[config.mk]
export PLATFORM = sky130hd
export DESIGN_NAME = qwsc_fold
export DESIGN_NICKNAME = d
export VERILOG_FILES = /design/src/rtl/qwsc_pkg.sv /design/src/rtl/qwsc_fold.sv
export SDC_FILE = /design/constraint.sdc
export NUM_CORES = 1
export LEC_CHECK = 0
export BUFFER_PORTS_ARGS = -buffer_cell sky130_fd_sc_hd__buf_2
export CAP_MARGIN = 40
export CORE_MARGIN = 2
export CORE_UTILIZATION = 58
export CTS_BUF_LIST = sky130_fd_sc_hd__clkbuf_4
export CTS_CLUSTER_SIZE = 14
export DETAILED_ROUTE_END_ITERATION = 8
export GPL_TIMING_DRIVEN = 0
export PLACE_DENSITY = 0.9
export SYNTH_ARGS = -nofsm -noshare
export SYNTH_HDL_FRONTEND = slang
export SYNTH_SLANG_ARGS = --single-unit
[constraint.sdc]
create_clock -name clk -period 3.4 [get_ports clk]
set_clock_uncertainty 0.15 [all_clocks]
set_input_delay 0.34 -clock clk [delete_from_list [all_inputs] [get_ports clk]]
set_output_delay 0.34 -clock clk [all_outputs]
set_load 0.02 [all_outputs]
[src/rtl/qwsc_pkg.sv]
// Shared constants, types and the quarter-wave sine table builder.
`timescale 1ns / 1ps
package qwsc_pkg;

  // Table and sample sizing
  localparam int TABLE_DEPTH = 1024;
  localparam int SAMPLE_W    = 16;
  localparam int FULL_TURN   = 4 * TABLE_DEPTH;
  localparam int IDX_W       = $clog2(TABLE_DEPTH);
  localparam int ANGLE_W     = $clog2(FULL_TURN);
  localparam int QUAD_W      = 3;
  localparam int GAIN_W      = SAMPLE_W - 1;
  localparam int PROD_W      = 2 * SAMPLE_W;
  localparam int SUM_W       = 2 * SAMPLE_W + 1;
  localparam int AMP_MAX     = (1 << (SAMPLE_W - 1)) - 1;

  // Stream widths, padded to whole bytes
  localparam int S_TDATA_W   = ((ANGLE_W + 7) / 8) * 8;
  localparam int OUT_BITS    = 8 * SAMPLE_W + QUAD_W;
  localparam int M_TDATA_W   = ((OUT_BITS + 7) / 8) * 8;

  // Configuration register indexes
  localparam int CFG_IDX_W = 1;
  localparam logic [CFG_IDX_W-1:0] REG_ROOT3_HALF_GAIN = 1'd0;
  localparam logic [CFG_IDX_W-1:0] REG_HALF_GAIN       = 1'd1;
  localparam logic [GAIN_W-1:0] ROOT3_HALF_GAIN_RESET  = GAIN_W'(28378);
  localparam logic [GAIN_W-1:0] HALF_GAIN_RESET        = GAIN_W'(16384);

  // Fixed-point pi in Q30 and the Taylor series denominators (2k)(2k+1)
  localparam logic [63:0] PI_Q30 = 64'd3373259426;
  localparam logic [63:0] TermDen [1:10] = '{64'd6, 64'd20, 64'd42, 64'd72, 64'd110,
                                             64'd156, 64'd210, 64'd272, 64'd342, 64'd420};

  typedef logic [SAMPLE_W-1:0] sample_t;
  typedef logic [SAMPLE_W-1:0] rom_t [TABLE_DEPTH];

  // Folded table indexes and sign flips for one angle
  typedef struct packed {
    logic [IDX_W-1:0] idx_s;
    logic [IDX_W-1:0] idx_c;
    logic             neg_s;
    logic             neg_c;
  } fold_t;

  // Sign flips and quadrant that travel alongside the table reads
  typedef struct packed {
    logic              neg_s_a;
    logic              neg_c_a;
    logic              neg_s_t;
    logic              neg_c_t;
    logic [QUAD_W-1:0] quad;
  } flags_t;

  // Stage enables of the arithmetic back end
  typedef struct packed {
    logic s3;
    logic s4;
    logic s5;
  } pipe_en_t;

  // One table entry: sine of the bin centre, evaluated by an integer series
  function automatic sample_t rom_entry(int unsigned i);
    logic [63:0]        x;
    logic [63:0]        x2;
    logic [63:0]        term;
    logic signed [63:0] sum;
    logic [63:0]        r;
    x    = (64'(2 * i + 1) * PI_Q30) / FULL_TURN;
    x2   = (x * x) >> 30;
    term = x;
    sum  = signed'(x);
    for (int k = 1; k <= 10; k++) begin
      term = ((term * x2) >> 30) / TermDen[k];
      if (k % 2 == 1) sum = sum - signed'(term);
      else            sum = sum + signed'(term);
    end
    if (sum < 0) sum = '0;
    r = ((64'(sum) << (SAMPLE_W - 1)) + (64'd1 << 29)) >> 30;
    if (r > 64'(AMP_MAX)) r = 64'(AMP_MAX);
    return SAMPLE_W'(r);
  endfunction

  // Whole quarter-wave table, worked out at elaboration
  function automatic rom_t build_rom();
    rom_t t;
    for (int i = 0; i < TABLE_DEPTH; i++) t[i] = rom_entry(i);
    return t;
  endfunction

  // Quadrant folding: odd quadrants mirror the index, the upper half negates sine
  function automatic fold_t fold_angle(logic [ANGLE_W-1:0] a);
    logic [IDX_W-1:0] lo;
    logic [1:0]       q;
    fold_t            f;
    lo      = a[IDX_W-1:0];
    q       = a[ANGLE_W-1 -: 2];
    f.idx_s = q[0] ? ~lo : lo;
    f.idx_c = q[0] ? lo : ~lo;
    f.neg_s = q[1];
    f.neg_c = q[1] ^ q[0];
    return f;
  endfunction

endpackage

[src/rtl/qwsc_fold.sv]
// Angle tripling and quadrant folding into table indexes (first pipeline stage).
`timescale 1ns / 1ps
module qwsc_fold
  import qwsc_pkg::*;
(
  input  logic               clk,
  input  logic               en,
  input  logic [ANGLE_W-1:0] angle,
  output fold_t              fold_a,
  output fold_t              fold_t3,
  output logic [QUAD_W-1:0]  quad_t3
);

  logic [ANGLE_W-1:0] angle_t3;

  // Three times the angle, wrapped to one revolution by truncation
  assign angle_t3 = ANGLE_W'(angle + (angle << 1));

  // Register the folded indexes, sign flips and quadrant of the tripled angle
  always_ff @(posedge clk) begin
    if (en) begin
      fold_a  <= fold_angle(angle);
      fold_t3 <= fold_angle(angle_t3);
      quad_t3 <= QUAD_W'(angle_t3[ANGLE_W-1 -: 2]) + QUAD_W'(1);
    end
  end

endmodule

==> run metrics <==
first-pass GRT wire length 5880 um; post-DP HPWL 2760 um; DRT Wirelength 3550 um; sequential power share 0.467; Distinct cells, synth 32; clock power share 0.231; PwrDens 619 nW/um^2; Die X 66.1 um; net switching power 499 uW; Syn Nets 174; I/O Buffers 60; Final Setup Violations 0; full die area 4370 sq um; top post-synthesis cells by area edfxtp_1, xor2_1, xnor2_1; Yosys top cell by area edfxtp_1; P&R area growth vs syn 21.6%; Cell Rows 22; Total GRT Usage 0.187; Final Hold Vio Count 0; non-filler cells, final 266; Leak Pwr 0.00117 uW; Hold Path Depth 1; post-CTS sizing 0; mapped cell area 2230 sq um; CP Data Required Time 3360 ps; synth warn 0; Gate power share 0.302; Yosys reg bits 46; Pre-Repair DR Iteration Count 6; WP data arrival 2080 ps; Gate Count Post-Synth 149; vias in the first global route 1,279; Seq/Total Area, Yosys 0.618; Fin Setup TNS 0 ps; CTS Root Cell clkbuf_4; number of H-tree levels 2; fillers 248; DRT iter0 DRCs 101; vias 1,357; Hold EP fold_a[1]; Die Y 66.1 um; boundary pin count 61; status finished clean; layout cells sized above 1 0.376; WS Path Type in2reg; Critical Path Start Type primary input; max_cap viols 0; Synth Area per Inst 15.0 sq um; largest net degree at the start of global routing 37; Rel. slew slack 0.782; initial antenna violation count 0; Core Region 3690 sq um; CTS Buf Count 5; switching share of power 0.297; Final ANT Viol Nets 0; Initial Util 0.606; drt via density 5.10; Tmin final 2120 ps; CP max FO 4; DRC Markers 0; TritonCTS clock tree done; DP Cell Count 258; nature of the critical path endpoint register; Placer Congestion 0.863; Antenna diodes 0; Final #Nets 242; crit share post-route 0.624; f_max 471 MHz; Slew @ Worst Pin 324 ps; Hold Crit Class in2reg; Cell Int Power 1180 uW; total grt overflow 0; Reg clk slew, reported paths 120 ps; wire per inst 13.3 um; fin. max-slew vios 0; Max clock buf depth 2; CTS Hold Bufs 0; unrepaired setup endpoints after global routing false; Peak VDD IR 0.351 mV; post-synth top area share 0.618; clock sinks 46; setup bufs post-CTS 0; hold path start angle[11]
[synthesized netlist by cell type]
cell and number:
edfxtp_1 46, xor2_1 22, xnor2_1 15, inv_1 14, ha_1 10, a21oi_1 5, a21o_1 4, nand2_1 3
and2_1 2, buf_4 2, buf_6 2, nand3_1 2, nor2_1 2, o21ai_0 2, a211o_1 1, a211oi_2 1
a21boi_0 1, a31oi_4 1, and3_2 1, fa_1 1, nand4_1 1, nor2b_4 1, o211a_1 1, o211ai_1 1
o21a_1 1, o21ai_2 1, o21ba_2 1, o221ai_2 1, o31a_2 1, or2_2 1, or4_1 1, xnor2_4 1
[flip-flops by register name, summed over array words and instances, names as in the netlist]
| signal | count |
|---|---|
| quad_t3 | 3 |
| fold_t3 | 21 |
| fold_a | 22 |
[per-layer routing]
metal,track usage,up-vias,share of wire
li1,-,668,-
met1,0.225,632,0.39
met2,0.314,48,0.52
met3,0.0477,9,0.059
met4,0.0867,0,0.028
met5,0,-,0
[kinds of logic after synthesis]
logic type / Yosys count / share of synthesized area
adder cells (fa/ha/maj): 11 / 0.0649
XOR/XNOR: 38 / 0.157
AND/OR/NAND/NOR: 14 / 0.0370
AO/OA/AOI/OAI: 22 / 0.0823
buffers and inverters: 18 / 0.0403
flip-flops: 46 / 0.618
[per-stage QoR]
step                utilization  setup WS, ps  hold WS [ps]  area, sq um  power [uW]
floorplan                     -          1180           289         2230        1160
global placement          0.704           913           395         2590        1290
detailed placement        0.709           907           394         2620        1310
CTS                       0.736          1290          16.0         2720        1700
global route              0.736          1220          8.83         2720        1770
finish                    0.736          1280          36.5         2720        1680
[power by group through the flow]
| stage | sequential [uW] | combinational [uW] | clock, uW |
|---|---|---|---|
| 6_report | 785 | 508 | 388 |
| 5_1_grt | 794 | 552 | 426 |
| 4_1_cts | 788 | 513 | 395 |
| 3_5_place_dp | 803 | 508 | 0 |
| 3_3_place_gp | 798 | 490 | 0 |
| 2_1_floorplan | 936 | 220 | 0 |
[cells in the final DEF, fill, tap and decap left out, types with 3 or more instances in the layout]
master and count:
xnor2_1 15, buf_2 60, inv_1 14, a21oi_1 5
a21o_1 4, edfxtp_1 46, nand2_1 3, xor2_1 22
clkbuf_4 5, ha_1 10
[area by class of cell]
class                           count  area (sq um)  area share
Sequential cell                    46          1380       0.509
Inverter                           14          52.6      0.0193
Clock buffer                        5          37.5      0.0138
Multi-Input combinational cell     85           763       0.281
Clock inverter                      3          63.8      0.0235
Tap cell                           48          60.1      0.0221
Timing Repair Buffer               61           320       0.118
Buffer                              4          37.5      0.0138
[worst max-delay path by stage]
stage                  end  cells after the start  startpoint
3_3_place_gp   fold_t3[11]                      9    angle[0]
2_1_floorplan  fold_t3[11]                      8    angle[0]
5_1_grt        fold_t3[11]                      9    angle[0]
4_1_cts        fold_t3[11]                      9    angle[0]
6_report       fold_t3[11]                      9    angle[0]
3_5_place_dp   fold_t3[11]                      9    angle[0]
[worst max-delay path, stage by stage]
cell	delay [ps]
buf_2	140
ha_1	250
inv_1	80
fa_1	260
nor2b_4	60
o31a_2	310
or4_1	400
nand4_1	160
xor2_1	80
Power figures use the tool's default switching activity.
