**src/rtl/qwsc_pkg.sv**
```systemverilog
// Shared constants, types and the quarter-wave sine table builder.
`timescale 1ns / 1ps
package qwsc_pkg;

  // Table and sample sizing
  localparam int TABLE_DEPTH = 1024;
  localparam int SAMPLE_W    = 16;
  localparam int FULL_TURN   = 4 * TABLE_DEPTH;
  localparam int IDX_W       = $clog2(TABLE_DEPTH);
  localparam int ANGLE_W     = $clog2(FULL_TURN);
  localparam int QUAD_W      = 3;
  localparam int GAIN_W      = SAMPLE_W - 1;
  localparam int PROD_W      = 2 * SAMPLE_W;
  localparam int SUM_W       = 2 * SAMPLE_W + 1;
  localparam int AMP_MAX     = (1 << (SAMPLE_W - 1)) - 1;

  // Stream widths, padded to whole bytes
  localparam int S_TDATA_W   = ((ANGLE_W + 7) / 8) * 8;
  localparam int OUT_BITS    = 8 * SAMPLE_W + QUAD_W;
  localparam int M_TDATA_W   = ((OUT_BITS + 7) / 8) * 8;

  // Configuration register indexes
  localparam int CFG_IDX_W = 1;
  localparam logic [CFG_IDX_W-1:0] REG_ROOT3_HALF_GAIN = 1'd0;
  localparam logic [CFG_IDX_W-1:0] REG_HALF_GAIN       = 1'd1;
  localparam logic [GAIN_W-1:0] ROOT3_HALF_GAIN_RESET  = GAIN_W'(28378);
  localparam logic [GAIN_W-1:0] HALF_GAIN_RESET        = GAIN_W'(16384);

  // Fixed-point pi in Q30 and the Taylor series denominators (2k)(2k+1)
  localparam logic [63:0] PI_Q30 = 64'd3373259426;
  localparam logic [63:0] TermDen [1:10] = '{64'd6, 64'd20, 64'd42, 64'd72, 64'd110,
                                             64'd156, 64'd210, 64'd272, 64'd342, 64'd420};

  typedef logic [SAMPLE_W-1:0] sample_t;
  typedef logic [SAMPLE_W-1:0] rom_t [TABLE_DEPTH];

  // Folded table indexes and sign flips for one angle
  typedef struct packed {
    logic [IDX_W-1:0] idx_s;
    logic [IDX_W-1:0] idx_c;
    logic             neg_s;
    logic             neg_c;
  } fold_t;

  // Sign flips and quadrant that travel alongside the table reads
  typedef struct packed {
    logic              neg_s_a;
    logic              neg_c_a;
    logic              neg_s_t;
    logic              neg_c_t;
    logic [QUAD_W-1:0] quad;
  } flags_t;

  // Stage enables of the arithmetic back end
  typedef struct packed {
    logic s3;
    logic s4;
    logic s5;
  } pipe_en_t;

  // One table entry: sine of the bin centre, evaluated by an integer series
  function automatic sample_t rom_entry(int unsigned i);
    logic [63:0]        x;
    logic [63:0]        x2;
    logic [63:0]        term;
    logic signed [63:0] sum;
    logic [63:0]        r;
    x    = (64'(2 * i + 1) * PI_Q30) / FULL_TURN;
    x2   = (x * x) >> 30;
    term = x;
    sum  = signed'(x);
    for (int k = 1; k <= 10; k++) begin
      term = ((term * x2) >> 30) / TermDen[k];
      if (k % 2 == 1) sum = sum - signed'(term);
      else            sum = sum + signed'(term);
    end
    if (sum < 0) sum = '0;
    r = ((64'(sum) << (SAMPLE_W - 1)) + (64'd1 << 29)) >> 30;
    if (r > 64'(AMP_MAX)) r = 64'(AMP_MAX);
    return SAMPLE_W'(r);
  endfunction

  // Whole quarter-wave table, worked out at elaboration
  function automatic rom_t build_rom();
    rom_t t;
    for (int i = 0; i < TABLE_DEPTH; i++) t[i] = rom_entry(i);
    return t;
  endfunction

  // Quadrant folding: odd quadrants mirror the index, the upper half negates sine
  function automatic fold_t fold_angle(logic [ANGLE_W-1:0] a);
    logic [IDX_W-1:0] lo;
    logic [1:0]       q;
    fold_t            f;
    lo      = a[IDX_W-1:0];
    q       = a[ANGLE_W-1 -: 2];
    f.idx_s = q[0] ? ~lo : lo;
    f.idx_c = q[0] ? lo : ~lo;
    f.neg_s = q[1];
    f.neg_c = q[1] ^ q[0];
    return f;
  endfunction

endpackage

```
**src/rtl/qwsc_rotate.sv**
```systemverilog
// Sign restore, gain products and rounded, saturated rotation sums.
`timescale 1ns / 1ps
module qwsc_rotate
  import qwsc_pkg::*;
(
  input  logic              clk,
  input  pipe_en_t          en,
  input  sample_t           rom_s_a,
  input  sample_t           rom_c_a,
  input  sample_t           rom_s_t,
  input  sample_t           rom_c_t,
  input  flags_t            flags,
  input  logic [GAIN_W-1:0] root3_half_gain,
  input  logic [GAIN_W-1:0] half_gain,
  output sample_t           sin_a,
  output sample_t           cos_a,
  output sample_t           sin_b,
  output sample_t           cos_b,
  output sample_t           sin_c,
  output sample_t           cos_c,
  output sample_t           sin_triple,
  output sample_t           cos_triple,
  output logic [QUAD_W-1:0] quadrant_triple
);

  localparam logic signed [SUM_W-1:0] RoundHalf = SUM_W'(1 << (SAMPLE_W - 2));
  localparam logic signed [SUM_W-1:0] SatHi     = SUM_W'(AMP_MAX);
  localparam logic signed [SUM_W-1:0] SatLo     = -SUM_W'(AMP_MAX);

  // Stage 3 registers
  logic signed [SAMPLE_W-1:0] s3_s;
  logic signed [SAMPLE_W-1:0] s3_c;
  sample_t                    s3_st;
  sample_t                    s3_ct;
  logic [QUAD_W-1:0]          s3_quad;

  // Stage 4 registers
  logic signed [PROD_W-1:0]   rc;
  logic signed [PROD_W-1:0]   hs;
  logic signed [PROD_W-1:0]   hc;
  logic signed [PROD_W-1:0]   rs;
  sample_t                    s4_s;
  sample_t                    s4_c;
  sample_t                    s4_st;
  sample_t                    s4_ct;
  logic [QUAD_W-1:0]          s4_quad;

  logic signed [SAMPLE_W-1:0] r_gain;
  logic signed [SAMPLE_W-1:0] h_gain;
  logic signed [SUM_W-1:0]    sum_sb;
  logic signed [SUM_W-1:0]    sum_cb;
  logic signed [SUM_W-1:0]    sum_sc;
  logic signed [SUM_W-1:0]    sum_cc;

  // Add half an LSB, floor-shift to Q1.15 and clamp symmetrically
  function automatic sample_t round_sat(logic signed [SUM_W-1:0] v);
    logic signed [SUM_W-1:0] sh;
    sh = (v + RoundHalf) >>> (SAMPLE_W - 1);
    if (sh > SatHi)      sh = SatHi;
    else if (sh < SatLo) sh = SatLo;
    return SAMPLE_W'(sh);
  endfunction

  // Stage 3: restore signs of the folded table values
  always_ff @(posedge clk) begin
    if (en.s3) begin
      s3_s    <= flags.neg_s_a ? -signed'(rom_s_a) : signed'(rom_s_a);
      s3_c    <= flags.neg_c_a ? -signed'(rom_c_a) : signed'(rom_c_a);
      s3_st   <= flags.neg_s_t ? -rom_s_t : rom_s_t;
      s3_ct   <= flags.neg_c_t ? -rom_c_t : rom_c_t;
      s3_quad <= flags.quad;
    end
  end

  assign r_gain = signed'({1'b0, root3_half_gain});
  assign h_gain = signed'({1'b0, half_gain});

  // Stage 4: the four gain products
  always_ff @(posedge clk) begin
    if (en.s4) begin
      rc      <= r_gain * s3_c;
      hs      <= h_gain * s3_s;
      hc      <= h_gain * s3_c;
      rs      <= r_gain * s3_s;
      s4_s    <= s3_s;
      s4_c    <= s3_c;
      s4_st   <= s3_st;
      s4_ct   <= s3_ct;
      s4_quad <= s3_quad;
    end
  end

  // Rotation by +120 and +240 degrees
  assign sum_sb = SUM_W'(rc) - SUM_W'(hs);
  assign sum_cb = -SUM_W'(hc) - SUM_W'(rs);
  assign sum_sc = -SUM_W'(rc) - SUM_W'(hs);
  assign sum_cc = SUM_W'(rs) - SUM_W'(hc);

  // Stage 5: output register
  always_ff @(posedge clk) begin
    if (en.s5) begin
      sin_a           <= s4_s;
      cos_a           <= s4_c;
      sin_b           <= round_sat(sum_sb);
      cos_b           <= round_sat(sum_cb);
      sin_c           <= round_sat(sum_sc);
      cos_c           <= round_sat(sum_cc);
      sin_triple      <= s4_st;
      cos_triple      <= s4_ct;
      quadrant_triple <= s4_quad;
    end
  end

endmodule

```
**config.mk**
```make
export PLATFORM = sky130hd
export DESIGN_NAME = qwsc_rotate
export DESIGN_NICKNAME = d
export VERILOG_FILES = /design/src/rtl/qwsc_pkg.sv /design/src/rtl/qwsc_rotate.sv
export SDC_FILE = /design/constraint.sdc
export NUM_CORES = 2
export LEC_CHECK = 0
export ABC_AREA = 0
export BUFFER_PORTS_ARGS = -buffer_cell sky130_fd_sc_hd__buf_4
export CAP_MARGIN = 20
export CORE_UTILIZATION = 45
export CTS_BUF_LIST = sky130_fd_sc_hd__clkbuf_16
export DETAILED_ROUTE_END_ITERATION = 8
export MAX_ROUTING_LAYER = met4
export PLACE_DENSITY = 0.64
export SLEW_MARGIN = 40
export SYNTH_ARGS = -nofsm -noshare
export SYNTH_HDL_FRONTEND = slang
export SYNTH_SLANG_ARGS = --single-unit
```
**constraint.sdc**
```tcl
create_clock -name clk -period 6.63 [get_ports clk]
set_input_delay 0.3315 -clock clk [delete_from_list [all_inputs] [get_ports clk]]
set_output_delay 0.3315 -clock clk [all_outputs]
set_load 0.02 [all_outputs]
```
==> impl_metrics.csv <==
group,metric,value,unit
status,outcome,"complete, no violations",
logic_synthesis,syn-cell-area,54600,sq um
timing,worst_pin_slew,0.964,ns
setup_path,path_max_fanout,5,
setup_path,worstPathRequired,7.06,ns
logic_synthesis,synth_nets,7211,
route,ant_nets,0,
logic_synthesis,ys_ff_latch,393,
floorplanning,fp.dieW,350,microns
route,routed_via_density,5.24,
clocking,tritoncts,"built",
placed_design,dp_cells,7494,
global_route,grt_max_degree,107,
global_route,grt_pass1_wl,228,mm
floorplanning,initial_core_util,45.5,%
finish,nNetsFinal,7550,
global_route,grt_remaining_overflow,0,
floorplanning,die_area,123000,sq um
finish,fillers,11000,
setup_path,start_kind,"flip-flop",
clocking,cts_buffer_depth,3,
route,wl_per_cell,18.9,microns
floorplanning,die_h,350,microns
clocking,clock_sinks,393,
floorplanning,io_pins,236,
placed_design,hpwl,117,mm
logic_synthesis,synth.avg_cell_area,9.66,sq um
timing,finalHoldViolations,0,
timing,fin_crit_sh,98.3,%
finish,area_growth,13.8,%
worst_hold_path,hold_class,"in2reg",
floorplanning,core_area,120000,sq um
global_route,antenna_found_initial,7,
clocking,clk_latency,0.68,ns
placed_design,place_area,59700,sq um
timing,skew,0.0560,ns
logic_synthesis,netlist_instances,5654,
finish,postLayoutCoreUtil,51.7,%
route,drtPass1Iterations,6,
job,drv_cap,0,
timing,setup_viol,0,
route,detail_route.iter0.violations,2716,
logic_synthesis,synth-async-reset-ratio,0,%
setup_path,cp_data_arrival_time,6.95,ns
finish,instances_no_fill,7648,
placed_design,place_congestion,0.965,
clocking,clk_pin_slew,0.06,ns
logic_synthesis,synth_ff_type,"edfxtp_1",
timing,timing.fmax,153,MHz
setup_path,worstSetupPathType,"reg2reg",
timing,min_period,6.52,ns
logic_synthesis,ys_types,82,
finish,drive_above_1_share,10.3,%
placed_design,dp_slack,-0.0719,ns
timing,setup_ws,0.111,ns
logic_synthesis,synth_edf_count,393,
clocking,cts_buffers,47,
logic_synthesis,synth.yosys.seq_area_share,21.6,%
global_route,grt_pass1_vias,40700,
timing,maxSlewHeadroom,35.7,%
setup_path,setup.worst_path.end_class,"flip-flop",
clocking,htreeDepth,2,
finish,design_area,62100,sq um
global_route,track_usage,24.7,%
route,drt_wl_total,145,mm
clocking,cts_root_buf,"clkbuf_16",
route,post-route-drc-count,0,
timing,rsz0062_at_grt,"true",
logic_synthesis,yosys_warnings,0,
route,via_count,40100,
floorplanning,num_rows,127,
timing,drv_slew,0,
placed_design,io_buffer_count,235,
## metal layers
metal  part of all wire, %  wire (microns)  global-route usage, %  up-vias
met4                   2.0            2960                   4.87        0
li1                      -               -                      -    18700
met2                    44           64200                   37.4     1271
met1                    46           66200                   34.6    20000
met3                   8.0           11600                   4.49      142
met5                     0               0                      -        -
## sequential cells by signal (all words and copies together) (netlist names), 32 cells and up
| name | cells |
|---|---|
| hc | 32 |
| hs | 32 |
| rc | 32 |
| rs | 32 |
## cell families (layout without fill, tap and decap cells)
family	count (synthesis)	count (layout)	synth area share, %
adder cells (fa/ha/maj)	1452	1452	43.2
AO/OA/AOI/OAI	694	694	8.16
AND/OR/NAND/NOR	1520	1520	13.9
multiplexers	5	5	0.0985
flip-flops	393	393	21.6
other	0	7	0
XOR/XNOR	223	223	3.58
buffers and inverters	1367	1742	9.44
## cell usage after synthesis (all sizes together), types with 26 or more instances
| library cell | count | area (sq um) |
|---|---|---|
| nor2b | 51 | 319 |
| nand3 | 30 | 150 |
| xor2 | 56 | 490 |
| ha | 732 | 9160 |
| a21oi | 223 | 1120 |
| nand2 | 628 | 2360 |
| clkbuf | 215 | 807 |
| o21a | 32 | 240 |
| nor2 | 130 | 488 |
| a31oi | 26 | 178 |
| o21ai | 149 | 746 |
| nor3 | 56 | 285 |
| and3 | 28 | 175 |
| and2 | 452 | 2830 |
| o31ai | 26 | 195 |
| nand2b | 51 | 319 |
| inv | 1144 | 4290 |
| edfxtp | 393 | 11800 |
| xnor2 | 167 | 1460 |
| fa | 720 | 14400 |
| a21o | 85 | 638 |
## worst max-delay path: stages, from the launching register on
cell and delay (ns):
edfxtp_1 0.47, buf_6 0.17, buf_4 0.14, and2_1 0.15, fa_1 0.53, inv_1 0.05, fa_1 0.49, fa_1 0.51
inv_1 0.05, fa_1 0.45, fa_1 0.50, inv_1 0.05, fa_1 0.47, inv_1 0.04, ha_1 0.28, a21o_1 0.16
a21o_1 0.17, a21o_1 0.18, a31oi_1 0.15, buf_4 0.16, o41ai_2 0.07, buf_4 0.17, a311oi_4 0.37, nor3_2 0.09
a211o_1 0.25, a21oi_2 0.13, xnor2_1 0.07
## placed cells by master (no fill, tap or decap), types with 17 or more instances in the layout
cell type	synthesis	layout
nand2b_1	51	51
o31ai_1	26	22
edfxtp_1	393	393
a21o_1	85	85
buf_4	0	412
nand3_1	30	30
xnor2_1	167	166
o21ai_0	140	132
a31oi_1	25	24
nor2_1	130	128
o21a_1	32	32
clkbuf_16	0	48
nor3_1	55	54
inv_1	1144	1151
and2_1	452	446
or3_1	17	17
o21bai_1	22	22
a21oi_1	223	211
nand2_1	628	628
and3_1	28	28
nand4_1	25	25
xor2_1	56	56
buf_12	0	40
fa_1	720	711
ha_1	732	724
dlygate4sd3_1	0	52
nor2b_1	51	51
## path summary, 6_finish.rpt
path | to | start | cells past startpoint | slack (ns)
worst max register to register | hc[31]$_DFFE_PP_ | s3_c[4]$_DFFE_PP_ | 26 | 0.11
worst min register to register | s4_ct[3]$_DFFE_PP_ | s3_ct[3]$_DFFE_PP_ | 0 | 0.41
worst min-delay path | s3_s[7]$_DFFE_PP_ | rom_s_a[7] | 2 | 0.03
worst max-delay path | hc[31]$_DFFE_PP_ | s3_c[4]$_DFFE_PP_ | 26 | 0.11
## through the flow
stage               hold WS, ns  TNS, ns
floorplan                 0.400        0
global placement          0.401  -0.0287
detailed placement        0.405   -0.101
CTS                    0.000358        0
global route             0.0194  -0.0386
finish                   0.0309        0
## cell type report
type	instances	area (sq um)	share of cell area, %
Multi-Input combinational cell	3894	37900	61.1
Sequential cell	393	11800	19.0
Timing Repair Buffer	512	4540	7.30
Inverter	1145	4300	6.92
Tap cell	1612	2020	3.25
Clock buffer	47	1180	1.89
Clock inverter	38	332	0.534
Antenna cell	7	17.5	0.0282
## repair_timing
action                                  4_1_cts  5_1_grt
endpoints found under the setup margin        2       25
buffers inserted                              1        7
pin swaps                                     0       38
cloned                                        0        1
hold buffers                                 52        0
hold endpoints to repair                     52        0
resized for setup                             1       66
Power is not shown: default switching activity piles up to over one toggle a cycle in this logic, so the estimate is an artifact.
